### src/sv/mds_pkg.sv
package mds_pkg;

    // default geometry
    localparam int GRID_ROWS_DEF   = 16;
    localparam int GRID_COLS_DEF   = 16;
    localparam int STACK_DEPTH_DEF = 32;

    // configuration port
    localparam int CFG_AW = 1;
    localparam int CFG_DW = 4;
    localparam logic [CFG_AW-1:0] REG_ENTRY_ROW = 1'd0;
    localparam logic [CFG_AW-1:0] REG_ENTRY_COL = 1'd1;
    localparam logic [CFG_DW-1:0] ENTRY_ROW_RST = 4'd1;
    localparam logic [CFG_DW-1:0] ENTRY_COL_RST = 4'd0;

    // cell kinds
    localparam int KIND_W = 2;
    localparam logic [KIND_W-1:0] KIND_OPEN     = 2'd0;
    localparam logic [KIND_W-1:0] KIND_WALL     = 2'd1;
    localparam logic [KIND_W-1:0] KIND_EXIT     = 2'd2;
    localparam logic [KIND_W-1:0] KIND_ALT_WALL = 2'd3;

    // result count
    localparam int CNT_W = 9;
    localparam logic [CNT_W-1:0] COUNT_MAX = 9'd511;

    // neighbour order
    typedef logic [1:0] dir_t;
    localparam dir_t DIR_UP    = 2'd0;
    localparam dir_t DIR_DOWN  = 2'd1;
    localparam dir_t DIR_LEFT  = 2'd2;
    localparam dir_t DIR_RIGHT = 2'd3;

endpackage

### src/sv/maze_dfs_stack_search.sv
// Load: one cell request per cycle while idle, written straight into the grid memory.
// Search (request with last_cell): a clearing pass over the visited marks, then per
// expanded cell a fetch, a read for each in-grid neighbour (an edge side is skipped
// without a read) and a pop (an empty stack ends the search); an entry outside the grid goes straight to done.
// Memory reads are registered, which sets this pace; done strobes for one cycle
// and cannot be stalled. rst_n clears control state only; memories hold garbage until written.
module maze_dfs_stack_search #(
    parameter int GRID_ROWS   = mds_pkg::GRID_ROWS_DEF,
    parameter int GRID_COLS   = mds_pkg::GRID_COLS_DEF,
    parameter int STACK_DEPTH = mds_pkg::STACK_DEPTH_DEF
) (
    input  logic                        clk,
    input  logic                        rst_n,
    input  logic                        cfg_we,
    input  logic [mds_pkg::CFG_AW-1:0]  cfg_addr,
    input  logic [mds_pkg::CFG_DW-1:0]  cfg_wdata,
    input  logic                        start,
    output logic                        busy,
    input  logic [mds_pkg::KIND_W-1:0]  cell_kind,
    input  logic                        last_cell,
    output logic                        done,
    output logic                        found,
    output logic [mds_pkg::CNT_W-1:0]   visited_count,
    output logic                        stack_overflow
);
    import mds_pkg::*;

    localparam int CELLS = GRID_ROWS * GRID_COLS;
    localparam int AW    = $clog2(CELLS);
    localparam int RW    = $clog2(GRID_ROWS);
    localparam int CW    = $clog2(GRID_COLS);
    localparam int EW    = RW + CW;
    localparam int SIW   = $clog2(STACK_DEPTH);
    localparam int STW   = $clog2(STACK_DEPTH + 1);

    localparam logic [AW-1:0]  LAST_ADDR = AW'(CELLS - 1);
    localparam logic [RW-1:0]  LAST_ROW  = RW'(GRID_ROWS - 1);
    localparam logic [CW-1:0]  LAST_COL  = CW'(GRID_COLS - 1);
    localparam logic [STW-1:0] FULL      = STW'(STACK_DEPTH);

    // sequencer states
    localparam logic [3:0] ST_IDLE      = 4'd0;
    localparam logic [3:0] ST_CLEAR     = 4'd1;
    localparam logic [3:0] ST_CLEAR_END = 4'd2;
    localparam logic [3:0] ST_FETCH     = 4'd3;
    localparam logic [3:0] ST_CHECK     = 4'd4;
    localparam logic [3:0] ST_NB_ISSUE  = 4'd5;
    localparam logic [3:0] ST_NB_EVAL   = 4'd6;
    localparam logic [3:0] ST_POP       = 4'd7;
    localparam logic [3:0] ST_POP_WAIT  = 4'd8;
    localparam logic [3:0] ST_DONE      = 4'd9;

    function automatic logic [AW-1:0] cell_addr(input logic [RW-1:0] row,
                                                input logic [CW-1:0] col);
        cell_addr = AW'(int'(row) * GRID_COLS + int'(col));
    endfunction

    logic [3:0]          state_reg, state_next;
    logic [CFG_DW-1:0]   entry_row_reg, entry_col_reg;
    logic [AW-1:0]       load_pos_reg, load_pos_next;
    logic [AW-1:0]       clr_addr_reg, clr_addr_next;
    logic [AW-1:0]       clr_prev_reg, clr_prev_next;
    logic                clr_pend_reg, clr_pend_next;
    logic [RW-1:0]       cur_row_reg, cur_row_next;
    logic [CW-1:0]       cur_col_reg, cur_col_next;
    logic [RW-1:0]       nb_row_reg, nb_row_next;
    logic [CW-1:0]       nb_col_reg, nb_col_next;
    dir_t                dir_reg, dir_next;
    logic [STW-1:0]      top_reg, top_next;
    logic [CNT_W-1:0]    count_reg, count_next;
    logic                ovf_reg, ovf_next;
    logic                found_reg, found_next;

    // grid memory: {visited, kind}
    logic [KIND_W:0]     grid_mem [CELLS];
    logic [KIND_W:0]     grid_rd_reg;
    logic                grid_we;
    logic [AW-1:0]       grid_waddr, grid_raddr;
    logic [KIND_W:0]     grid_wdata;

    // stack memory: {row, col}
    logic [EW-1:0]       stack_mem [STACK_DEPTH];
    logic [EW-1:0]       stack_rd_reg;
    logic                stack_we;
    logic [SIW-1:0]      stack_raddr;

    logic [KIND_W-1:0]   rd_kind;
    logic                rd_visited;
    logic                nb_ok;
    logic [RW-1:0]       side_row;
    logic [CW-1:0]       side_col;
    logic [STW-1:0]      top_dec;

    assign rd_kind    = grid_rd_reg[KIND_W-1:0];
    assign rd_visited = grid_rd_reg[KIND_W];
    assign top_dec    = top_reg - STW'(1);

    // configuration writes
    always_ff @(posedge clk or negedge rst_n)
    begin
        if (!rst_n)
        begin
            entry_row_reg <= ENTRY_ROW_RST;
            entry_col_reg <= ENTRY_COL_RST;
        end
        else if (cfg_we)
        begin
            unique case (cfg_addr)
                REG_ENTRY_ROW: entry_row_reg <= cfg_wdata;
                REG_ENTRY_COL: entry_col_reg <= cfg_wdata;
            endcase
        end
    end

    // neighbour selection for the current direction
    always_comb
    begin
        side_row = cur_row_reg;
        side_col = cur_col_reg;
        nb_ok    = 1'b0;
        unique case (dir_reg)
            DIR_UP:
            begin
                nb_ok    = (cur_row_reg != '0);
                side_row = cur_row_reg - RW'(1);
            end
            DIR_DOWN:
            begin
                nb_ok    = (cur_row_reg != LAST_ROW);
                side_row = cur_row_reg + RW'(1);
            end
            DIR_LEFT:
            begin
                nb_ok    = (cur_col_reg != '0);
                side_col = cur_col_reg - CW'(1);
            end
            DIR_RIGHT:
            begin
                nb_ok    = (cur_col_reg != LAST_COL);
                side_col = cur_col_reg + CW'(1);
            end
        endcase
    end

    // sequencer
    always_comb
    begin
        state_next    = state_reg;
        load_pos_next = load_pos_reg;
        clr_addr_next = clr_addr_reg;
        clr_prev_next = clr_prev_reg;
        clr_pend_next = clr_pend_reg;
        cur_row_next  = cur_row_reg;
        cur_col_next  = cur_col_reg;
        nb_row_next   = nb_row_reg;
        nb_col_next   = nb_col_reg;
        dir_next      = dir_reg;
        top_next      = top_reg;
        count_next    = count_reg;
        ovf_next      = ovf_reg;
        found_next    = found_reg;
        grid_we       = 1'b0;
        grid_waddr    = load_pos_reg;
        grid_wdata    = {1'b0, cell_kind};
        grid_raddr    = cell_addr(cur_row_reg, cur_col_reg);
        stack_we      = 1'b0;
        stack_raddr   = top_dec[SIW-1:0];

        unique case (state_reg)
            ST_IDLE:
            begin
                if (start)
                begin
                    grid_we = 1'b1;
                    load_pos_next = (load_pos_reg == LAST_ADDR) ? '0
                                                                : load_pos_reg + AW'(1);
                    if (last_cell)
                    begin
                        load_pos_next = '0;
                        top_next      = '0;
                        count_next    = '0;
                        ovf_next      = 1'b0;
                        found_next    = 1'b0;
                        clr_addr_next = '0;
                        clr_pend_next = 1'b0;
                        cur_row_next  = RW'(entry_row_reg);
                        cur_col_next  = CW'(entry_col_reg);
                        if (int'(entry_row_reg) < GRID_ROWS && int'(entry_col_reg) < GRID_COLS)
                            state_next = ST_CLEAR;
                        else
                            state_next = ST_DONE;
                    end
                end
            end
            // read one entry, write the previous one back with its mark cleared
            ST_CLEAR:
            begin
                grid_raddr    = clr_addr_reg;
                grid_we       = clr_pend_reg;
                grid_waddr    = clr_prev_reg;
                grid_wdata    = {1'b0, rd_kind};
                clr_pend_next = 1'b1;
                clr_prev_next = clr_addr_reg;
                if (clr_addr_reg == LAST_ADDR)
                    state_next = ST_CLEAR_END;
                else
                    clr_addr_next = clr_addr_reg + AW'(1);
            end
            ST_CLEAR_END:
            begin
                grid_we       = 1'b1;
                grid_waddr    = clr_prev_reg;
                grid_wdata    = {1'b0, rd_kind};
                clr_pend_next = 1'b0;
                state_next    = ST_FETCH;
            end
            ST_FETCH:
            begin
                state_next = ST_CHECK;
            end
            // current cell: exit test, then mark
            ST_CHECK:
            begin
                if (rd_kind == KIND_EXIT)
                begin
                    found_next = 1'b1;
                    state_next = ST_DONE;
                end
                else
                begin
                    if (!rd_visited)
                    begin
                        grid_we    = 1'b1;
                        grid_waddr = cell_addr(cur_row_reg, cur_col_reg);
                        grid_wdata = {1'b1, rd_kind};
                        if (count_reg != COUNT_MAX)
                            count_next = count_reg + CNT_W'(1);
                    end
                    dir_next   = DIR_UP;
                    state_next = ST_NB_ISSUE;
                end
            end
            ST_NB_ISSUE:
            begin
                if (nb_ok)
                begin
                    grid_raddr  = cell_addr(side_row, side_col);
                    nb_row_next = side_row;
                    nb_col_next = side_col;
                    state_next  = ST_NB_EVAL;
                end
                else if (dir_reg == DIR_RIGHT)
                    state_next = ST_POP;
                else
                    dir_next = dir_reg + 2'd1;
            end
            // push the neighbour if it is not a wall and unvisited (a full stack sets overflow instead)
            ST_NB_EVAL:
            begin
                if (rd_kind != KIND_WALL && rd_kind != KIND_ALT_WALL && !rd_visited)
                begin
                    if (top_reg == FULL)
                        ovf_next = 1'b1;
                    else
                    begin
                        stack_we = 1'b1;
                        top_next = top_reg + STW'(1);
                    end
                end
                if (dir_reg == DIR_RIGHT)
                    state_next = ST_POP;
                else
                begin
                    dir_next   = dir_reg + 2'd1;
                    state_next = ST_NB_ISSUE;
                end
            end
            ST_POP:
            begin
                if (top_reg == '0)
                    state_next = ST_DONE;
                else
                begin
                    top_next   = top_dec;
                    state_next = ST_POP_WAIT;
                end
            end
            ST_POP_WAIT:
            begin
                cur_row_next = stack_rd_reg[EW-1:CW];
                cur_col_next = stack_rd_reg[CW-1:0];
                state_next   = ST_FETCH;
            end
            ST_DONE:
            begin
                state_next = ST_IDLE;
            end
            default:
            begin
                state_next = ST_IDLE;
            end
        endcase
    end

    always_ff @(posedge clk or negedge rst_n)
    begin
        if (!rst_n)
        begin
            state_reg    <= ST_IDLE;
            load_pos_reg <= '0;
            clr_addr_reg <= '0;
            clr_pend_reg <= 1'b0;
            cur_row_reg  <= '0;
            cur_col_reg  <= '0;
            dir_reg      <= DIR_UP;
            top_reg      <= '0;
            count_reg    <= '0;
            ovf_reg      <= 1'b0;
            found_reg    <= 1'b0;
        end
        else
        begin
            state_reg    <= state_next;
            load_pos_reg <= load_pos_next;
            clr_addr_reg <= clr_addr_next;
            clr_pend_reg <= clr_pend_next;
            cur_row_reg  <= cur_row_next;
            cur_col_reg  <= cur_col_next;
            dir_reg      <= dir_next;
            top_reg      <= top_next;
            count_reg    <= count_next;
            ovf_reg      <= ovf_next;
            found_reg    <= found_next;
        end
    end

    // payload registers
    always_ff @(posedge clk)
    begin
        clr_prev_reg <= clr_prev_next;
        nb_row_reg   <= nb_row_next;
        nb_col_reg   <= nb_col_next;
    end

    // grid memory
    always_ff @(posedge clk)
    begin
        if (grid_we)
            grid_mem[grid_waddr] <= grid_wdata;
        grid_rd_reg <= grid_mem[grid_raddr];
    end

    // stack memory
    always_ff @(posedge clk)
    begin
        if (stack_we)
            stack_mem[top_reg[SIW-1:0]] <= {nb_row_reg, nb_col_reg};
        stack_rd_reg <= stack_mem[stack_raddr];
    end

    assign busy           = (state_reg != ST_IDLE);
    assign done           = (state_reg == ST_DONE);
    assign found          = found_reg;
    assign visited_count  = count_reg;
    assign stack_overflow = ovf_reg;

    // a request without last_cell only loads
    a_load_only: assert property (@(posedge clk) disable iff (!rst_n)
        (start && !busy && !last_cell) |=> !busy)
        else $error("load request left the block busy");

    // stack never grows past its depth
    a_stack_bound: assert property (@(posedge clk) disable iff (!rst_n)
        top_reg <= FULL)
        else $error("stack pointer beyond depth");

    // the result strobe lasts one cycle and frees the block
    a_done_single: assert property (@(posedge clk) disable iff (!rst_n)
        done |=> (!done && !busy))
        else $error("result strobe not followed by idle");

    // overflow is sticky for the whole search
    a_ovf_sticky: assert property (@(posedge clk) disable iff (!rst_n)
        ($past(state_reg != ST_IDLE) && $past(ovf_reg)) |-> ovf_reg)
        else $error("overflow flag dropped mid search");

    // clearing pass writes back the entry read in the previous cycle
    a_clear_order: assert property (@(posedge clk) disable iff (!rst_n)
        (state_reg == ST_CLEAR && clr_pend_reg) |-> (clr_prev_reg + AW'(1) == clr_addr_reg))
        else $error("clearing pass out of step");

endmodule
### config.mk
export PLATFORM = sky130hd
export DESIGN_NAME = maze_dfs_stack_search
export DESIGN_NICKNAME = d
export VERILOG_FILES = /design/src/sv/mds_pkg.sv /design/src/sv/maze_dfs_stack_search.sv
export SDC_FILE = /design/constraint.sdc
export NUM_CORES = 2
export LEC_CHECK = 0
export BUFFER_PORTS_ARGS = -buffer_cell sky130_fd_sc_hd__buf_2
export CORE_MARGIN = 4
export CORE_UTILIZATION = 46
export CTS_CLUSTER_SIZE = 10
export DETAILED_ROUTE_END_ITERATION = 8
export PLACE_DENSITY = 0.71
export RECOVER_POWER = 50
export SLEW_MARGIN = 10
export SYNTH_ARGS = -nofsm -noshare
export SYNTH_HDL_FRONTEND = slang
export SYNTH_SLANG_ARGS = --single-unit
### constraint.sdc
create_clock -name clk -period 8.7 [get_ports clk]
set_input_delay 1.305 -clock clk [delete_from_list [all_inputs] [get_ports clk]]
set_output_delay 1.305 -clock clk [all_outputs]
set_load 0.03 [all_outputs]
# [Word-level counts from Yosys, hierarchy flattened]
# Memory sizes are Yosys's and may differ from the RTL's. A register that Yosys moved wholly into a read port is not among the register bits.
# Cells that the tools add are included.
[classes] add_sub_neg=12 n_eq_ne=35 muxes=67 n_bitwise=1 n_reduce_logical=31
[op_table] op="two-way mux 8 bit" n=8
[op_table] op="one-hot mux 8 bit (2 select lines)" n=3
[op_table] op="two-way mux 9 bit" n=5
[op_table] op="two-way mux 4 bit" n=10
[op_table] op="one-hot mux 4 bit (2 select lines)" n=4
[op_table] op="one-hot mux 4 bit (8 select lines)" n=1
[op_table] op="two-way mux 6 bit" n=5
[op_table] op="!= test 2 bit, second input constant" n=14
[op_table] op="one-hot mux 6 bit (3 select lines)" n=1
[op_table] op="one-hot mux 9 bit (2 select lines)" n=1
[op_table] op="adder 8 x 1 -> 8 bit, second input constant" n=2
[op_table] op="adder 8 x 4 -> 8 bit" n=2
[op_table] op="== test 4 x 3 -> 1 bit, second input constant" n=4
[op_table] op="== test 8 bit, second input constant" n=2
[op_table] op="two-way mux 1 bit" n=16
[op_table] op="AND reduction 4 bit" n=3
[op_table] op="AND reduction 6 bit" n=2
[op_table] op="nonzero test 4 bit" n=3
[op_table] op="adder 9 x 1 -> 9 bit, second input constant" n=1
[op_table] op="!= test 9 bit, second input constant" n=1
[op_table] op="AND reduction 3 bit" n=3
[op_table] op="nonzero test 3 bit" n=3
[op_table] op="adder 4 x 1 -> 4 bit, second input constant" n=2
[op_table] op="== test 4 x 2 -> 1 bit, second input constant" n=2
[op_table] op="other kinds (29)" n=48
[word_totals] reg_bits=72 mem_bits_rw=1024 input_bits=12 word_cells=164 mem_count=2
[mem_list] memory="grid_mem" depth=256 word_bits=3 read_ports=1 rd_clocked_by_memory_dff=1 write_ports=1 line_no="maze_dfs_stack_search.sv:75" text="logic [KIND_W:0] grid_mem [CELLS];"
[mem_list] memory="stack_mem" depth=32 word_bits=8 read_ports=1 rd_clocked_by_memory_dff=1 write_ports=1 line_no="maze_dfs_stack_search.sv:82" text="logic [EW-1:0] stack_mem [STACK_DEPTH];"

# [Logic depth before layout (Yosys ltp)]
[logic_depth] word_depth=7 depth_mapped=17 depth_no_buf=16

# [Worst setup path after synthesis]
# No wires, ideal clock.
[synth_path] path_type="register to register" start="register state_reg[1]" end="memory grid_mem[236][0] (netlist name), enable pin" setup_ns=0.320 t_arrival_ns=7.226 t_required_ns=8.380 setup_slack_ns=1.154 path_stages_with_launch=12 n_path_buf=3 period_less_slack_ns=7.546 cell_sequence="dfrtp_1 buf_2 nor2_1 and2_1 nand2b_1 nor2_4 buf_1 a221oi_1 nor3_1 nand2_1 clkbuf_1 nor2_1"
[synth_between] elab_chain_cells=4 elab_cells_between_ends=9 cone_classes="eq/ne (3); mux (4); reduce/logical (2)"
[synth_rtl] item="start, declared" line_no="maze_dfs_stack_search.sv:58" text="logic [3:0] state_reg, state_next;"
[synth_rtl] item="start signal, assigned" line_no="maze_dfs_stack_search.sv:323" text="state_reg <= state_next;"
[synth_rtl] item="== test 4 x 3 -> 1 bit, or another cell as far along" line_no="maze_dfs_stack_search.sv:169" text="unique case (state_reg)"
[synth_rtl] item="one-hot mux 1 bit (4 select lines)" line_no="maze_dfs_stack_search.sv:169"
[synth_rtl] item="two-way mux 1 bit" line_no="maze_dfs_stack_search.sv:348" text="if (grid_we)"
[synth_rtl] item="two-way mux 1 bit (not written as such)" line_no="maze_dfs_stack_search.sv:349" text="grid_mem[grid_waddr] <= grid_wdata;"
[synth_rtl] item="end, declared" line_no="maze_dfs_stack_search.sv:75"
# Parallel ways exist; a longest one is shown, timed or not.

# [Worst setup path in the final report]
[layout_path] start="register dir_reg[0]" end="register grid_rd_reg[0] (read register of grid_mem)"
[layout_between] elab_chain_cells=5 elab_cells_between_ends=10 cone_classes="add/sub (1); eq/ne (3); mux (5); reduce/logical (1)"
[layout_rtl] item="start, declared" line_no="maze_dfs_stack_search.sv:68" text="dir_t dir_reg, dir_next;"
[layout_rtl] item="start signal, assigned" line_no="maze_dfs_stack_search.sv:329" text="dir_reg <= dir_next;"
[layout_rtl] item="== test 2 bit, or another cell as far along" line_no="maze_dfs_stack_search.sv:121" text="unique case (dir_reg)"
[layout_rtl] item="one-hot mux 4 bit (2 select lines)" line_no="maze_dfs_stack_search.sv:121"
[layout_rtl] item="adder 8 x 4 -> 8 bit" line_no="maze_dfs_stack_search.sv:55" text="cell_addr = AW'(int'(row) * GRID_COLS + int'(col));"
[layout_rtl] item="two-way mux 8 bit (*)" line_no="maze_dfs_stack_search.sv:245" text="if (nb_ok)"
[layout_rtl] item="one-hot mux 8 bit (2 select lines) (*)" line_no="maze_dfs_stack_search.sv:169"
[layout_rtl] item="end, declared" line_no="maze_dfs_stack_search.sv:76" text="logic [KIND_W:0] grid_rd_reg;"
# Every way passes the cells marked *; elsewhere a longest branch is shown, timed or not.
# A chain may end at the register's enable or synchronous reset.

==> metrics.csv <==
metric,value,unit
synth_enable_flop_cells,1040,
synth_top_flop_cell,sky130_fd_sc_hd__edfxtp_1,
wl,111300,µm
timing.critical_path.max_delay_family,buffers and inverters,
post_cts_hold_buffer_count,0,
boundaryPins,25,
p_per_area,205.9,mW/mm²
utilization,0.5131,
sequentialPowerShare,0.542,
crit_path_max_incr_delay,0.70,ns
routabilityCongestion,0.8416,
gr-usage-met2,0.3418,
num_rows,116,
post_synth_and_or_nand_nor_area_fraction,0.1102,
hold_viol,0,
transition_time_at_the_pin_with_the_least_slew_margin,3.363,ns
slew_violations,348,
globalRoute.totalOverflow,0,
cts_htree_levels,4,
power_switching,2019,µW
dieArea,0.1067,mm²
die_w,326.6,µm
synth.yosys.warnings,0,
endpoint_kind_of_the_worst_setup_timing_path,flip-flop,
period_share,0.7080,
layout_net_count,3357,
drt_drc,0,
cells_after_synth,3335,
setup_viol,0,
fin_worst_skew,0.02616,ns
clk_latency,0.73,ns
cts_root_buffer,sky130_fd_sc_hd__clkbuf_16,
gr-usage-met3,0.04193,
rsz_0062_raised_after_global_routing,false,
critical_path_class,reg -> reg,
slowest_stage,sky130_fd_sc_hd__clkinvlp_2,
syn2layout_area_growth,10.37,%
crit_fanout,154,
via_per_inst,5.945,
clock.fmax,162.3,MHz
synth_nets,3366,
largest_family_of_logic_cells_by_synthesized_area,simple AND/OR/NAND/NOR gates,
core,0.1004,mm²
synthesis.area_per_instance,14.00,µm²
drt.antenna.violating_nets,0,
cap_viol_max_count,5,
cts.sinks,1107,
required,9.30,ns
postCtsResizedCells,0,
run_status,"finished, violations left",
cts_tree,yes,
place.detailed.hpwl,65420,µm
num_vias,28190,
violations_in_the_final_reports,"max-capacitance violations, max-slew violations",
power_report.internal_total,8591,µW
critPathLaunchType,flip-flop,
path_cells,ha_1 > clkinv_1 > a32oi_1 > a21bo_4 > clkinvlp_2 > a21boi_4 > buf_4 > nand2_8 > buf_4 > a211oi_1 > a31oi_1 > or3_1 > nand4_1 > nand4_1 > nand2_1 > and3b_1,
async_flop_share,0.05059,
cts-buffers-inserted,131,
timing.hold.worst.start,stack_rd_reg[2],
clock_power_share,0.456,
io_port_bufs,24,
power.static_leakage,0.01681,µW
die_height,326.6,µm
holdPathStages,2,
wire_per_inst,23.47,µm
drt_pass1_iterations,6,
synth_compound_gate_area_share,0.07855,
r2r_setup_slack,2.54,ns
synth.area.mux_share,0.07359,
timing.critical_path.from,dir_reg[0],
timing.slew.headroom,-1.242,
gr-usage-all-layers,0.2067,
sw_frac_of_total,0.1903,
worstPathArrival,6.76,ns
synth-seq-cells,1107,
grt_pass1_vias,27800,
initial_core_util,0.4649,
grt_pass1_wl,168300,µm
cts-root-to-sink-buffers,3,
worstReg2RegStart,dir_reg[0],
setup-tns-final,0,ns
pwr-share-comb,0.002,
timing.critical_path.buf_inv,4,
power.ir.vdd_worst,0.1753,mV
cts.clk_slew.worst_paths,0.06,ns
worst-r2r-cell-count,16,
timing.critical_path.depth,16,
min_period,6.160,ns
globalRouteMet1Util,0.2726,
top_usage_layer,met2,
synth.lib_cells_used.distinct,75,
final_layout_size_suffix_gt1_frac,0.1018,
post_cts_buffers,0,
synth_xor_xnor_area_share,0.004315,
synth_fa_ha_area_frac,0.005413,
grt_start_max_net_pins,238,
hold_path.class,reg -> reg,
synth.yosys.seq_area_share,0.7036,
flip_flop_count_of_the_largest_register_all_copies_and_words_added,768,
drt-initial-drc-count,3127,
antenna_found_initial,7,
synth_area,0.04669,mm²
regMostFlops,grid_mem,
==> worst min-delay path, stage by stage (launching register included) <==
cell                      delay, ns
sky130_fd_sc_hd__dfxtp_1       0.30
sky130_fd_sc_hd__nand2_1       0.04
sky130_fd_sc_hd__o21ai_0       0.06
==> layout by cell type (no fill, tap or decap), drive strengths merged, types with 17 or more instances in the layout <==
| cell type | n |
|---|---|
| ha | 17 |
| nand3 | 66 |
| and3 | 127 |
| or3 | 18 |
| a21oi | 83 |
| buf | 53 |
| clkbuf | 189 |
| mux2i | 143 |
| o221a | 48 |
| nor3 | 48 |
| o21ai | 204 |
| mux2 | 18 |
| inv | 20 |
| a31oi | 33 |
| dfrtp | 55 |
| nand4 | 33 |
| nand2 | 468 |
| nor2 | 363 |
| edfxtp | 1040 |
| o31ai | 17 |
| a22oi | 18 |
| a211oi | 81 |
| mux4 | 80 |
==> final cells by class <==
| type | instances | area (µm²) |
|---|---|---|
| Clock buffer | 170 | 3467 |
| Sequential cell | 1107 | 32850 |
| Antenna cell | 5 | 12.51 |
| Multi-Input combinational cell | 1998 | 12730 |
| Clock inverter | 17 | 226.5 |
| Fill cell | 8309 | 48900 |
| Timing Repair Buffer | 72 | 480.5 |
| Tap cell | 1357 | 1698 |
| Inverter | 16 | 61.31 |
==> routing by layer <==
layer  part of all wire  wire, µm
met1               0.40     44340
met2               0.49     54490
met3              0.080      8957
met4              0.031      3474
met5            0.00032        36
==> metrics by stage <==
stage	cell area, µm²	std cells	total power [µW]	setup WS [ns]	hold slack (ns)
6_report	51530	4742	10610	2.540	0.4345
5_1_grt	51520	4737	10900	2.171	0.4723
4_1_cts	51590	4736	10680	3.139	0.4375
3_5_place_dp	47890	4549	5877	3.170	0.4212
3_3_place_gp	47890	4549	5877	3.249	0.4178
2_1_floorplan	46690	3335	5864	1.154	0.4096
==> cell usage after synthesis (all sizes together) (8+ instances only) <==
master     n  share of area
nor2     363          0.030
o221a     48          0.012
edfxtp  1040           0.67
nor2b      9         0.0012
and3     127          0.017
a31oi     33         0.0044
nor3      48         0.0053
xnor2     13         0.0024
dfrtp     55          0.029
nand4     33         0.0044
or3       18         0.0024
a211oi    81          0.013
mux2i    143          0.031
clkbuf   113         0.0091
buf      101          0.014
a221oi     9         0.0017
inv       15         0.0013
dfxtp     11         0.0047
nand3     66         0.0071
mux2      18         0.0043
a221o      8         0.0017
o21ai    204          0.022
a22oi     18         0.0032
ha        17         0.0046
and2      15         0.0020
mux4      80          0.039
o22ai     13         0.0017
o31ai     17         0.0027
xor2      10         0.0019
nand2    468          0.038
a21oi     83         0.0089
==> power by group through the flow <==
stage	combinational [µW]	clock, µW	sequential (µW)
after global placement	17.7	0	5860
final	17.1	4840	5750
after detailed placement	18.0	0	5860
after global routing	19.6	5140	5750
after CTS	18.0	4910	5750
after floorplan	7.29	0	5860
==> path summary, 6_finish.rpt <==
check | endpoint
max | grid_rd_reg[0]
min | cur_col_reg[2]
max reg2reg | grid_rd_reg[0]
min reg2reg | cur_col_reg[2]
max in group asynchronous | visited_count[0]
min in group asynchronous | entry_row_reg[3]
==> logic make-up after synthesis <==
family,count (synthesis)
AO/OA/AOI/OAI,547
XOR/XNOR,23
adder cells (fa/ha/maj),19
buffers and inverters,230
flip-flops,1107
multiplexers,241
AND/OR/NAND/NOR,1168
Power figures use the tool's default switching activity.
